File: src/design/lock_to_key_encoder_macros.svh
// ----------------------------------------------------------------------------
// lock_to_key_encoder assertion macros
// Concurrent assertion shorthands clocked on clk, reset by arst_n.
// ----------------------------------------------------------------------------
`ifndef LOCK_TO_KEY_ENCODER_MACROS_SVH
`define LOCK_TO_KEY_ENCODER_MACROS_SVH

// same-cycle implication
`define LTK_ASSERT_NOW(lbl, ante, cons) \
	lbl: assert property (@(posedge clk) disable iff (!arst_n) (ante) |-> (cons)) \
		else $error("lock_to_key_encoder: same-cycle check failed");

// next-cycle implication
`define LTK_ASSERT_NEXT(lbl, ante, cons) \
	lbl: assert property (@(posedge clk) disable iff (!arst_n) (ante) |=> (cons)) \
		else $error("lock_to_key_encoder: next-cycle check failed");

`endif

File: src/design/ltk_pkg.sv
// ----------------------------------------------------------------------------
// ltk_pkg
// Shared types, constants and character tables of the lock to key encoder.
// ----------------------------------------------------------------------------
`default_nettype none

package ltk_pkg;

	localparam logic [7:0] CHAR_SPACE = 8'h20;
	localparam logic [7:0] CHAR_NUL   = 8'h00;
	localparam logic [3:0] ESC_LAST   = 4'd9;

	typedef struct packed {
		logic [7:0] kb;
		logic       esc;
		logic       head;
		logic       err;
	} ltk_job_t;

	function automatic logic [7:0] ltk_swap(input logic [7:0] v);
		return {v[3:0], v[7:4]};
	endfunction

	function automatic logic ltk_is_escaped(input logic [7:0] kb);
		logic r;
		unique case (kb)
			8'd0, 8'd5, 8'd36, 8'd96, 8'd124, 8'd126: r = 1'b1;
			default: r = 1'b0;
		endcase
		return r;
	endfunction

	// three decimal digits of an escaped key byte, as ASCII
	function automatic logic [23:0] ltk_digits(input logic [7:0] kb);
		logic [23:0] r;
		unique case (kb)
			8'd5:    r = "005";
			8'd36:   r = "036";
			8'd96:   r = "096";
			8'd124:  r = "124";
			8'd126:  r = "126";
			default: r = "000";
		endcase
		return r;
	endfunction

	function automatic logic [7:0] ltk_esc_char(input logic [7:0] kb, input logic [3:0] idx);
		logic [23:0] d;
		logic [7:0]  r;
		d = ltk_digits(kb);
		unique case (idx)
			4'd0:    r = "/";
			4'd1:    r = "%";
			4'd2:    r = "D";
			4'd3:    r = "C";
			4'd4:    r = "N";
			4'd5:    r = d[23:16];
			4'd6:    r = d[15:8];
			4'd7:    r = d[7:0];
			4'd8:    r = "%";
			4'd9:    r = "/";
			default: r = CHAR_NUL;
		endcase
		return r;
	endfunction

endpackage

`default_nettype wire

File: src/design/ltk_front.sv
// ----------------------------------------------------------------------------
// ltk_front
// Accepts message bytes, tracks the lock and classifies each lock byte into at most one job.
// ----------------------------------------------------------------------------
`default_nettype none

module ltk_front import ltk_pkg::*; #(
	parameter int PREFIX_SKIP = 6
) (
	input  wire logic        clk,
	input  wire logic        arst_n,
	input  wire logic        accept,
	input  wire logic [7:0]  msg_byte,
	input  wire logic        msg_end,
	input  wire logic [15:0] local_port,
	output logic             job_valid,
	output ltk_job_t         job
);

	localparam logic [1:0] PH_SKIP = 2'd0;
	localparam logic [1:0] PH_LOCK = 2'd1;
	localparam logic [1:0] PH_DONE = 2'd2;

	logic [2:0] skip_count_q;
	logic [1:0] phase_q;
	logic [1:0] lock_length_q;
	logic [7:0] first_lock_q;
	logic [7:0] prev_lock_q;
	logic [7:0] last_raw_q;

	logic [7:0] magic;
	logic [7:0] raw;
	logic       skipping;
	logic       in_lock;

	assign magic    = local_port[7:0] + local_port[15:8];
	assign raw      = msg_byte ^ prev_lock_q;
	assign skipping = (phase_q == PH_SKIP) && (skip_count_q < 3'(PREFIX_SKIP));
	assign in_lock  = ((phase_q == PH_SKIP) || (phase_q == PH_LOCK)) && !skipping;

	always_comb begin
		job_valid = 1'b0;
		job       = '0;
		if (accept) begin
			if (msg_end) begin
				if ((phase_q == PH_SKIP) || (phase_q == PH_LOCK)) begin
					job_valid = 1'b1;
					job.err   = 1'b1;
				end
			end else if (in_lock) begin
				if (msg_byte == CHAR_NUL) begin
					job_valid = 1'b1;
					job.err   = 1'b1;
				end else if (msg_byte == CHAR_SPACE) begin
					job_valid = 1'b1;
					if (lock_length_q < 2'd2) begin
						job.err = 1'b1;
					end else begin
						job.kb   = ltk_swap(first_lock_q ^ last_raw_q ^ magic);
						job.head = 1'b1;
						job.esc  = ltk_is_escaped(job.kb);
					end
				end else if (lock_length_q != 2'd0) begin
					job_valid = 1'b1;
					job.kb    = ltk_swap(raw);
					job.esc   = ltk_is_escaped(job.kb);
				end
			end
		end
	end

	always_ff @(posedge clk or negedge arst_n) begin
		if (!arst_n) begin
			skip_count_q  <= '0;
			phase_q       <= PH_SKIP;
			lock_length_q <= '0;
			first_lock_q  <= '0;
			prev_lock_q   <= '0;
			last_raw_q    <= '0;
		end else if (accept) begin
			if (msg_end) begin
				skip_count_q  <= '0;
				phase_q       <= PH_SKIP;
				lock_length_q <= '0;
				first_lock_q  <= '0;
				prev_lock_q   <= '0;
				last_raw_q    <= '0;
			end else if (skipping) begin
				skip_count_q <= skip_count_q + 3'd1;
			end else if (in_lock) begin
				phase_q <= PH_LOCK;
				if ((msg_byte == CHAR_NUL) || (msg_byte == CHAR_SPACE)) begin
					phase_q <= PH_DONE;
				end else if (lock_length_q == 2'd0) begin
					first_lock_q  <= msg_byte;
					prev_lock_q   <= msg_byte;
					lock_length_q <= 2'd1;
				end else begin
					last_raw_q    <= raw;
					prev_lock_q   <= msg_byte;
					lock_length_q <= 2'd2;
				end
			end
		end
	end

endmodule

`default_nettype wire

File: src/design/ltk_job_fifo.sv
// ----------------------------------------------------------------------------
// ltk_job_fifo
// Short job queue between the front classifier and the back expander.
// ----------------------------------------------------------------------------
`default_nettype none

module ltk_job_fifo import ltk_pkg::*; #(
	parameter int DEPTH = 2
) (
	input  wire logic      clk,
	input  wire logic      arst_n,
	input  wire logic      wr_en,
	input  wire ltk_job_t  wr_data,
	input  wire logic      rd_en,
	output ltk_job_t       rd_data,
	output logic           full,
	output logic           empty
);

	localparam int AW = (DEPTH > 1) ? $clog2(DEPTH) : 1;
	localparam int CW = $clog2(DEPTH + 1);

	ltk_job_t        mem [DEPTH];
	logic [AW-1:0]   wr_ptr_q;
	logic [AW-1:0]   rd_ptr_q;
	logic [CW-1:0]   count_q;
	logic            do_wr;
	logic            do_rd;

	assign full    = (count_q == CW'(DEPTH));
	assign empty   = (count_q == '0);
	assign do_wr   = wr_en && !full;
	assign do_rd   = rd_en && !empty;
	assign rd_data = mem[rd_ptr_q];

	always_ff @(posedge clk) begin
		if (do_wr) begin
			mem[wr_ptr_q] <= wr_data;
		end
	end

	always_ff @(posedge clk or negedge arst_n) begin
		if (!arst_n) begin
			wr_ptr_q <= '0;
			rd_ptr_q <= '0;
			count_q  <= '0;
		end else begin
			if (do_wr) begin
				wr_ptr_q <= (wr_ptr_q == AW'(DEPTH - 1)) ? '0 : wr_ptr_q + AW'(1);
			end
			if (do_rd) begin
				rd_ptr_q <= (rd_ptr_q == AW'(DEPTH - 1)) ? '0 : rd_ptr_q + AW'(1);
			end
			if (do_wr && !do_rd) begin
				count_q <= count_q + CW'(1);
			end else if (do_rd && !do_wr) begin
				count_q <= count_q - CW'(1);
			end
		end
	end

endmodule

`default_nettype wire

File: src/design/ltk_back.sv
// ----------------------------------------------------------------------------
// ltk_back
// Expands queued jobs into key characters and holds them in the output register.
// ----------------------------------------------------------------------------
`default_nettype none

module ltk_back import ltk_pkg::*; (
	input  wire logic        clk,
	input  wire logic        arst_n,
	input  wire ltk_job_t    job,
	input  wire logic        job_empty,
	output logic             job_pop,
	input  wire logic        pop,
	output logic             empty,
	output logic [7:0]       out_char,
	output logic             head_part,
	output logic             key_done,
	output logic             lock_error
);

	logic       valid_q;
	logic [3:0] idx_q;
	logic       advance;
	logic       load;
	logic       last;
	logic [7:0] nxt_char;
	logic       nxt_done;

	assign advance = !valid_q || pop;
	assign load    = advance && !job_empty;
	assign last    = !job.esc || job.err || (idx_q == ESC_LAST);
	assign job_pop = load && last;
	assign empty   = !valid_q;

	always_comb begin
		if (job.err) begin
			nxt_char = CHAR_NUL;
			nxt_done = 1'b1;
		end else if (job.esc) begin
			nxt_char = ltk_esc_char(job.kb, idx_q);
			nxt_done = job.head && (idx_q == ESC_LAST);
		end else begin
			nxt_char = job.kb;
			nxt_done = job.head;
		end
	end

	always_ff @(posedge clk) begin
		if (load) begin
			out_char   <= nxt_char;
			head_part  <= job.head && !job.err;
			key_done   <= nxt_done;
			lock_error <= job.err;
		end
	end

	always_ff @(posedge clk or negedge arst_n) begin
		if (!arst_n) begin
			valid_q <= 1'b0;
			idx_q   <= '0;
		end else if (advance) begin
			valid_q <= load;
			if (load) begin
				idx_q <= last ? '0 : idx_q + 4'd1;
			end
		end
	end

endmodule

`default_nettype wire

File: src/design/lock_to_key_encoder.sv
// ----------------------------------------------------------------------------
// lock_to_key_encoder
// Turns the lock of a handshake message into escaped key text.
// ----------------------------------------------------------------------------
// Message bytes enter one per cycle whenever full is low. The front end
// classifies each byte and posts at most one job into a JOB_DEPTH-entry
// queue; the back end drains it one character per cycle through its output
// register while pop is high. A plain key byte gives one output character,
// an escaped key byte ten (/%DCNnnn%/), so input throughput is one byte per
// cycle except while the job queue is full, as when escapes or a low pop
// back it up. The head key byte comes after the body bytes, flagged by
// head_part; key_done marks its last character or an error transaction (lock_error, out_char zero).
`default_nettype none

`include "lock_to_key_encoder_macros.svh"

module lock_to_key_encoder import ltk_pkg::*; #(
	parameter int PREFIX_SKIP = 6,
	parameter int JOB_DEPTH   = 2
) (
	input  wire logic        clk,
	input  wire logic        arst_n,
	input  wire logic        local_port_we,
	input  wire logic [15:0] local_port,
	input  wire logic        push,
	output logic             full,
	input  wire logic [7:0]  msg_byte,
	input  wire logic        msg_end,
	output logic             empty,
	input  wire logic        pop,
	output logic [7:0]       out_char,
	output logic             head_part,
	output logic             key_done,
	output logic             lock_error
);

	logic [15:0] local_port_q;
	logic        accept;
	logic        job_valid;
	ltk_job_t    job_in;
	ltk_job_t    job_out;
	logic        job_empty;
	logic        job_pop;

	assign accept = push && !full;

	always_ff @(posedge clk or negedge arst_n) begin
		if (!arst_n) begin
			local_port_q <= '0;
		end else if (local_port_we) begin
			local_port_q <= local_port;
		end
	end

	ltk_front #(.PREFIX_SKIP(PREFIX_SKIP)) u_front (
		.clk       (clk),
		.arst_n    (arst_n),
		.accept    (accept),
		.msg_byte  (msg_byte),
		.msg_end   (msg_end),
		.local_port(local_port_q),
		.job_valid (job_valid),
		.job       (job_in)
	);

	ltk_job_fifo #(.DEPTH(JOB_DEPTH)) u_fifo (
		.clk    (clk),
		.arst_n (arst_n),
		.wr_en  (job_valid),
		.wr_data(job_in),
		.rd_en  (job_pop),
		.rd_data(job_out),
		.full   (full),
		.empty  (job_empty)
	);

	ltk_back u_back (
		.clk       (clk),
		.arst_n    (arst_n),
		.job       (job_out),
		.job_empty (job_empty),
		.job_pop   (job_pop),
		.pop       (pop),
		.empty     (empty),
		.out_char  (out_char),
		.head_part (head_part),
		.key_done  (key_done),
		.lock_error(lock_error)
	);

	`LTK_ASSERT_NOW(a_job_room, job_valid, accept)
	`LTK_ASSERT_NOW(a_err_shape, !empty && lock_error, out_char == CHAR_NUL && key_done && !head_part)
	`LTK_ASSERT_NOW(a_done_head, !empty && key_done && !lock_error, head_part)
	`LTK_ASSERT_NEXT(a_pop_moves, job_pop, !empty)

endmodule

`default_nettype wire
File: config.mk
export PLATFORM = sky130hd
export DESIGN_NAME = lock_to_key_encoder
export DESIGN_NICKNAME = d
export VERILOG_FILES = /design/src/design/ltk_pkg.sv /design/src/design/ltk_front.sv /design/src/design/ltk_job_fifo.sv /design/src/design/ltk_back.sv /design/src/design/lock_to_key_encoder.sv
export VERILOG_INCLUDE_DIRS = /design/src /design/src/design
export SDC_FILE = /design/constraint.sdc
export NUM_CORES = 1
export LEC_CHECK = 0
export BUFFER_PORTS_ARGS = -buffer_cell sky130_fd_sc_hd__buf_2
export CAP_MARGIN = 15
export CORE_MARGIN = 5
export CORE_UTILIZATION = 38
export DETAILED_ROUTE_END_ITERATION = 10
export MAX_ROUTING_LAYER = met4
export PLACE_DENSITY = 0.59
export SKIP_CTS_REPAIR_TIMING = 1
export SLEW_MARGIN = 10
export SYNTH_ARGS = -nofsm -noshare
export SYNTH_HDL_FRONTEND = slang
export SYNTH_HIERARCHICAL = 1
export SYNTH_SLANG_ARGS = --single-unit
File: constraint.sdc
create_clock -name clk -period 2.44 [get_ports clk]
set_clock_uncertainty 0.2 [all_clocks]
set_input_delay 0.122 -clock clk [delete_from_list [all_inputs] [get_ports clk]]
set_output_delay 0.122 -clock clk [all_outputs]
set_load 0.1 [all_outputs]
==> key figures <==
Synth
  • Avg Inst Size Synth: 11.1 sq um
  • Synthesized cell area: 4780 sq um
  • Number of enable flip-flop cells after synthesis: 33
  • Seq/Total Area, Yosys: 0.500
  • FFs w/ async S/R, synth: 0.629
  • Post-synthesis net count: 475
  • Mapped Cells: 431
  • FF+latch count, synth: 89
  • Yosys Warn Count: 6
  • Post-synth top flop: dfrtp_1
  • Count of unique library cells instantiated by Yosys: 65

Finish
  • Fillcell total: 1136
  • Nets: 575
  • Layout cells sized above 1: 0.271
  • Antenna cells: 0
  • Layout Area Growth over Synthesis: 27.6%
  • Final cell count without fillers: 708

Run status
  • Status: finished with violations
  • Failing checks: hold timing, setup timing

Placed design
  • Post-DP HPWL: 7780 um
  • Cells after DPL: 666
  • Routability cong.: 0.884
  • Port bufs: 42

Clocking
  • Clk slew on worst S/H paths: 0.06 ns
  • Clk sinks: 89
  • Clock Path Buffers: 2
  • Root Buffer: clkbuf_16
  • Total CTS buffers: 9
  • Clock latency on the worst-skew pair: 0.34 ns
  • CTS tree: built
  • CTS H-Tree Depth: 3

Route
  • Detailed Route Iter0 Violations: 309
  • First-pass DRT Iterations: 4
  • Vias per Instance: 5.01
  • DR WL/cell: 14.6 um
  • DRC: 0
  • Post-route ant nets: 0
  • DRT Wirelength: 10400 um
  • Via count: 3548

Timing
  • Worst slew margin: 0.657
  • F_max: 387 MHz
  • Final Critical Period: 2.59 ns
  • Count of pins over their slew limit: 0
  • Setup_tns: -0.288 ns
  • RSZ-0062 raised after global routing: yes
  • Worst Hold Slack: -0.0111 ns
  • Setup ws final: -0.146 ns
  • Final cycle utilization of the critical path: 1.06
  • Final hold vios: 10
  • Slew @ Worst Pin: 0.514 ns
  • Final setup fails: 2

Setup path
  • Max FO, Critical Path: 2
  • CP bufs+invs: 1
  • CP Capture Type: register
  • Family with the most delay on the worst path: adder cells
  • Crit-path cells: ha_2 > inv_2 > fa_2 > xor2_2 > xnor2_1 > nand2_1 > a211oi_1 > a31oi_1 > o31ai_1
  • Crit-path max cell delay: 0.45 ns
  • Kind of critical path: reg2reg
  • Crit path required time: 2.38 ns
  • Startpoint types: register
  • Worst EP arrival: 2.53 ns
  • CP max stage cell: fa_2

Global routing
  • Largest net degree at the start of global routing: 29
  • Total track usage: 0.150
  • Antenna violations before repair: 0
  • First-pass GRT wire length: 16900 um
  • Vias in the first global route: 3550
  • Remaining Overflow, GRT: 0

Die
  • Area of the die: 14900 sq um
  • Die Y-Extent: 122 um
  • Core footprint: 12500 sq um
  • Die width: 122 um
  • # rows: 41
  • Initial Utilization: 0.384
  • # IOs: 43

Power
  • Internal Pwr Total: 4270 uW
  • Switching share of power: 0.412
  • Power Density: 1190 nW/um^2
  • Power share of the clock group: 0.215
  • Sequential power share: 0.308
  • Peak supply drop: 508 uV
  • Total chip power: 7270 uW
  • Part of the power in combinational logic: 0.476
  • Net Sw Power: 2990 uW
  • Leakage: 0.00264 uW

Worst hold path
  • Worst Hold Class: in2async

Run
  • Max-Cap Viols: 0
-- metrics by stage --
step / util / cell area [sq um] / worst slack, ns
finish: 0.489 / 6100 / -0.146
global route: 0.489 / 6100 / -0.207
global placement: 0.436 / 5440 / -0.00680
floorplan: - / 4840 / -0.0873
detailed placement: 0.436 / 5440 / -0.105
CTS: 0.463 / 5770 / -0.0968
-- layer usage --
layer	up-vias	global-route usage	wire length, um
met5	-	-	0
li1	1750	-	-
met4	0	0.0840	365
met2	87	0.246	5180
met1	1682	0.173	4380
met3	29	0.0302	439
-- cell type report --
type | instances | area (sq um) | area share
Sequential cell | 89 | 2390 | 0.392
Multi-Input combinational cell | 308 | 2350 | 0.385
Timing Repair Buffer | 99 | 716 | 0.117
Clock buffer | 10 | 229 | 0.0375
Tap cell | 172 | 215 | 0.0353
Clock inverter | 6 | 108 | 0.0176
Inverter | 24 | 93.8 | 0.0154
-- power groups by stage --
stage / Sequential (uW) / Clock (uW) / Combinational [uW]
floorplan: 2860 / 0 / 1860
global placement: 2250 / 0 / 3280
finish: 2240 / 1560 / 3460
CTS: 2240 / 1620 / 3340
detailed placement: 2270 / 0 / 3330
global route: 2290 / 1680 / 3730
-- worst paths after layout --
| kind | start | endpoint | slack (ns) | cells past startpoint |
|---|---|---|---|---|
| worst max-delay path | local_port_q[8]$_DFFE_PN0P_ | u_fifo/mem[1][2]$_DFFE_PP_ | -0.15 | 9 |
| worst min-delay path | arst_n | u_front/prev_lock_q[6]$_DFFE_PN0P_ | -0.01 | 2 |
| worst max register to register | local_port_q[8]$_DFFE_PN0P_ | u_fifo/mem[1][2]$_DFFE_PP_ | -0.15 | 9 |
| worst min register to register | u_front/prev_lock_q[3]$_DFFE_PN0P_ | u_front/prev_lock_q[3]$_DFFE_PN0P_ | 0.30 | 2 |
| max in group asynchronous | arst_n | u_back/idx_q[3]$_DFFE_PN0P_ | 1.39 | 3 |
| min in group clk | msg_byte[5] | u_front/last_raw_q[5]$_DFFE_PN0P_ | 0.05 | 4 |
-- sequential cells by signal, indices dropped and copies added (netlist names), 2 cells and up --
signal                 count
u_fifo/mem                22
local_port_q              16
u_back/out_char            8
u_front/first_lock_q       8
u_front/last_raw_q         8
u_front/prev_lock_q        8
u_back/idx_q               4
u_front/skip_count_q       3
u_fifo/count_q             2
u_front/lock_length_q      2
u_front/phase_q            2
-- Yosys cell counts, drive strengths merged (5+ instances only) --
cell / instances / area [sq um]
dfrtp: 56 / 1400
nand2: 51 / 194
edfxtp: 33 / 991
o21ai: 32 / 171
mux2: 30 / 375
inv: 23 / 86.3
xnor2: 23 / 216
nor2: 21 / 78.8
a21oi: 18 / 90.1
xor2: 17 / 149
ha: 13 / 163
nor2b: 8 / 50.1
nor3: 8 / 45.0
a22o: 6 / 52.6
buf: 6 / 58.8
nand2b: 6 / 37.5
o22ai: 6 / 37.5
a22oi: 5 / 37.5
and2: 5 / 31.3
and3: 5 / 31.3
-- worst register-to-register path, delay by kind of cell (launching register included) --
| kind | cells | cell delay (ns) |
|---|---|---|
| AOI/OAI and AO/OA | 3 | 0.63 |
| DFF | 1 | 0.39 |
| and+or+nand+nor | 1 | 0.12 |
| buffers and inverters | 1 | 0.06 |
| xor gates and xnor gates | 2 | 0.35 |
| adders and majority gates | 2 | 0.64 |
-- cell usage in the layout, fill, tap and decap left out, types with 6 or more instances in the layout --
cell / Yosys / routed
dlygate4sd3_1: 0 / 26
nor3_1: 7 / 6
a22o_1: 6 / 6
clkbuf_16: 0 / 9
buf_4: 1 / 30
nor2b_1: 8 / 7
nand2_1: 50 / 49
a21oi_1: 18 / 16
o21ai_0: 27 / 19
mux2_1: 11 / 9
o22ai_1: 6 / 6
buf_2: 1 / 42
mux2_4: 10 / 10
dfrtp_1: 56 / 56
inv_1: 23 / 21
ha_1: 13 / 11
mux2_2: 9 / 11
edfxtp_1: 33 / 33
o21ai_1: 2 / 10
xor2_1: 17 / 15
xnor2_1: 21 / 19
nor2_1: 21 / 19
-- logic make-up (layout without fill, tap and decap cells) --
family                     Yosys count  in the layout  share of synthesized area
and+or+nand+nor                    122            122                      0.128
muxes                               31             31                     0.0806
AOI/OAI and AO/OA                  101            101                      0.142
buffers and inverters               34            139                     0.0343
DFF                                 89             89                      0.500
xor gates and xnor gates            40             40                     0.0764
adders and majority gates           14             14                     0.0382
Power figures use the tool's default switching activity.
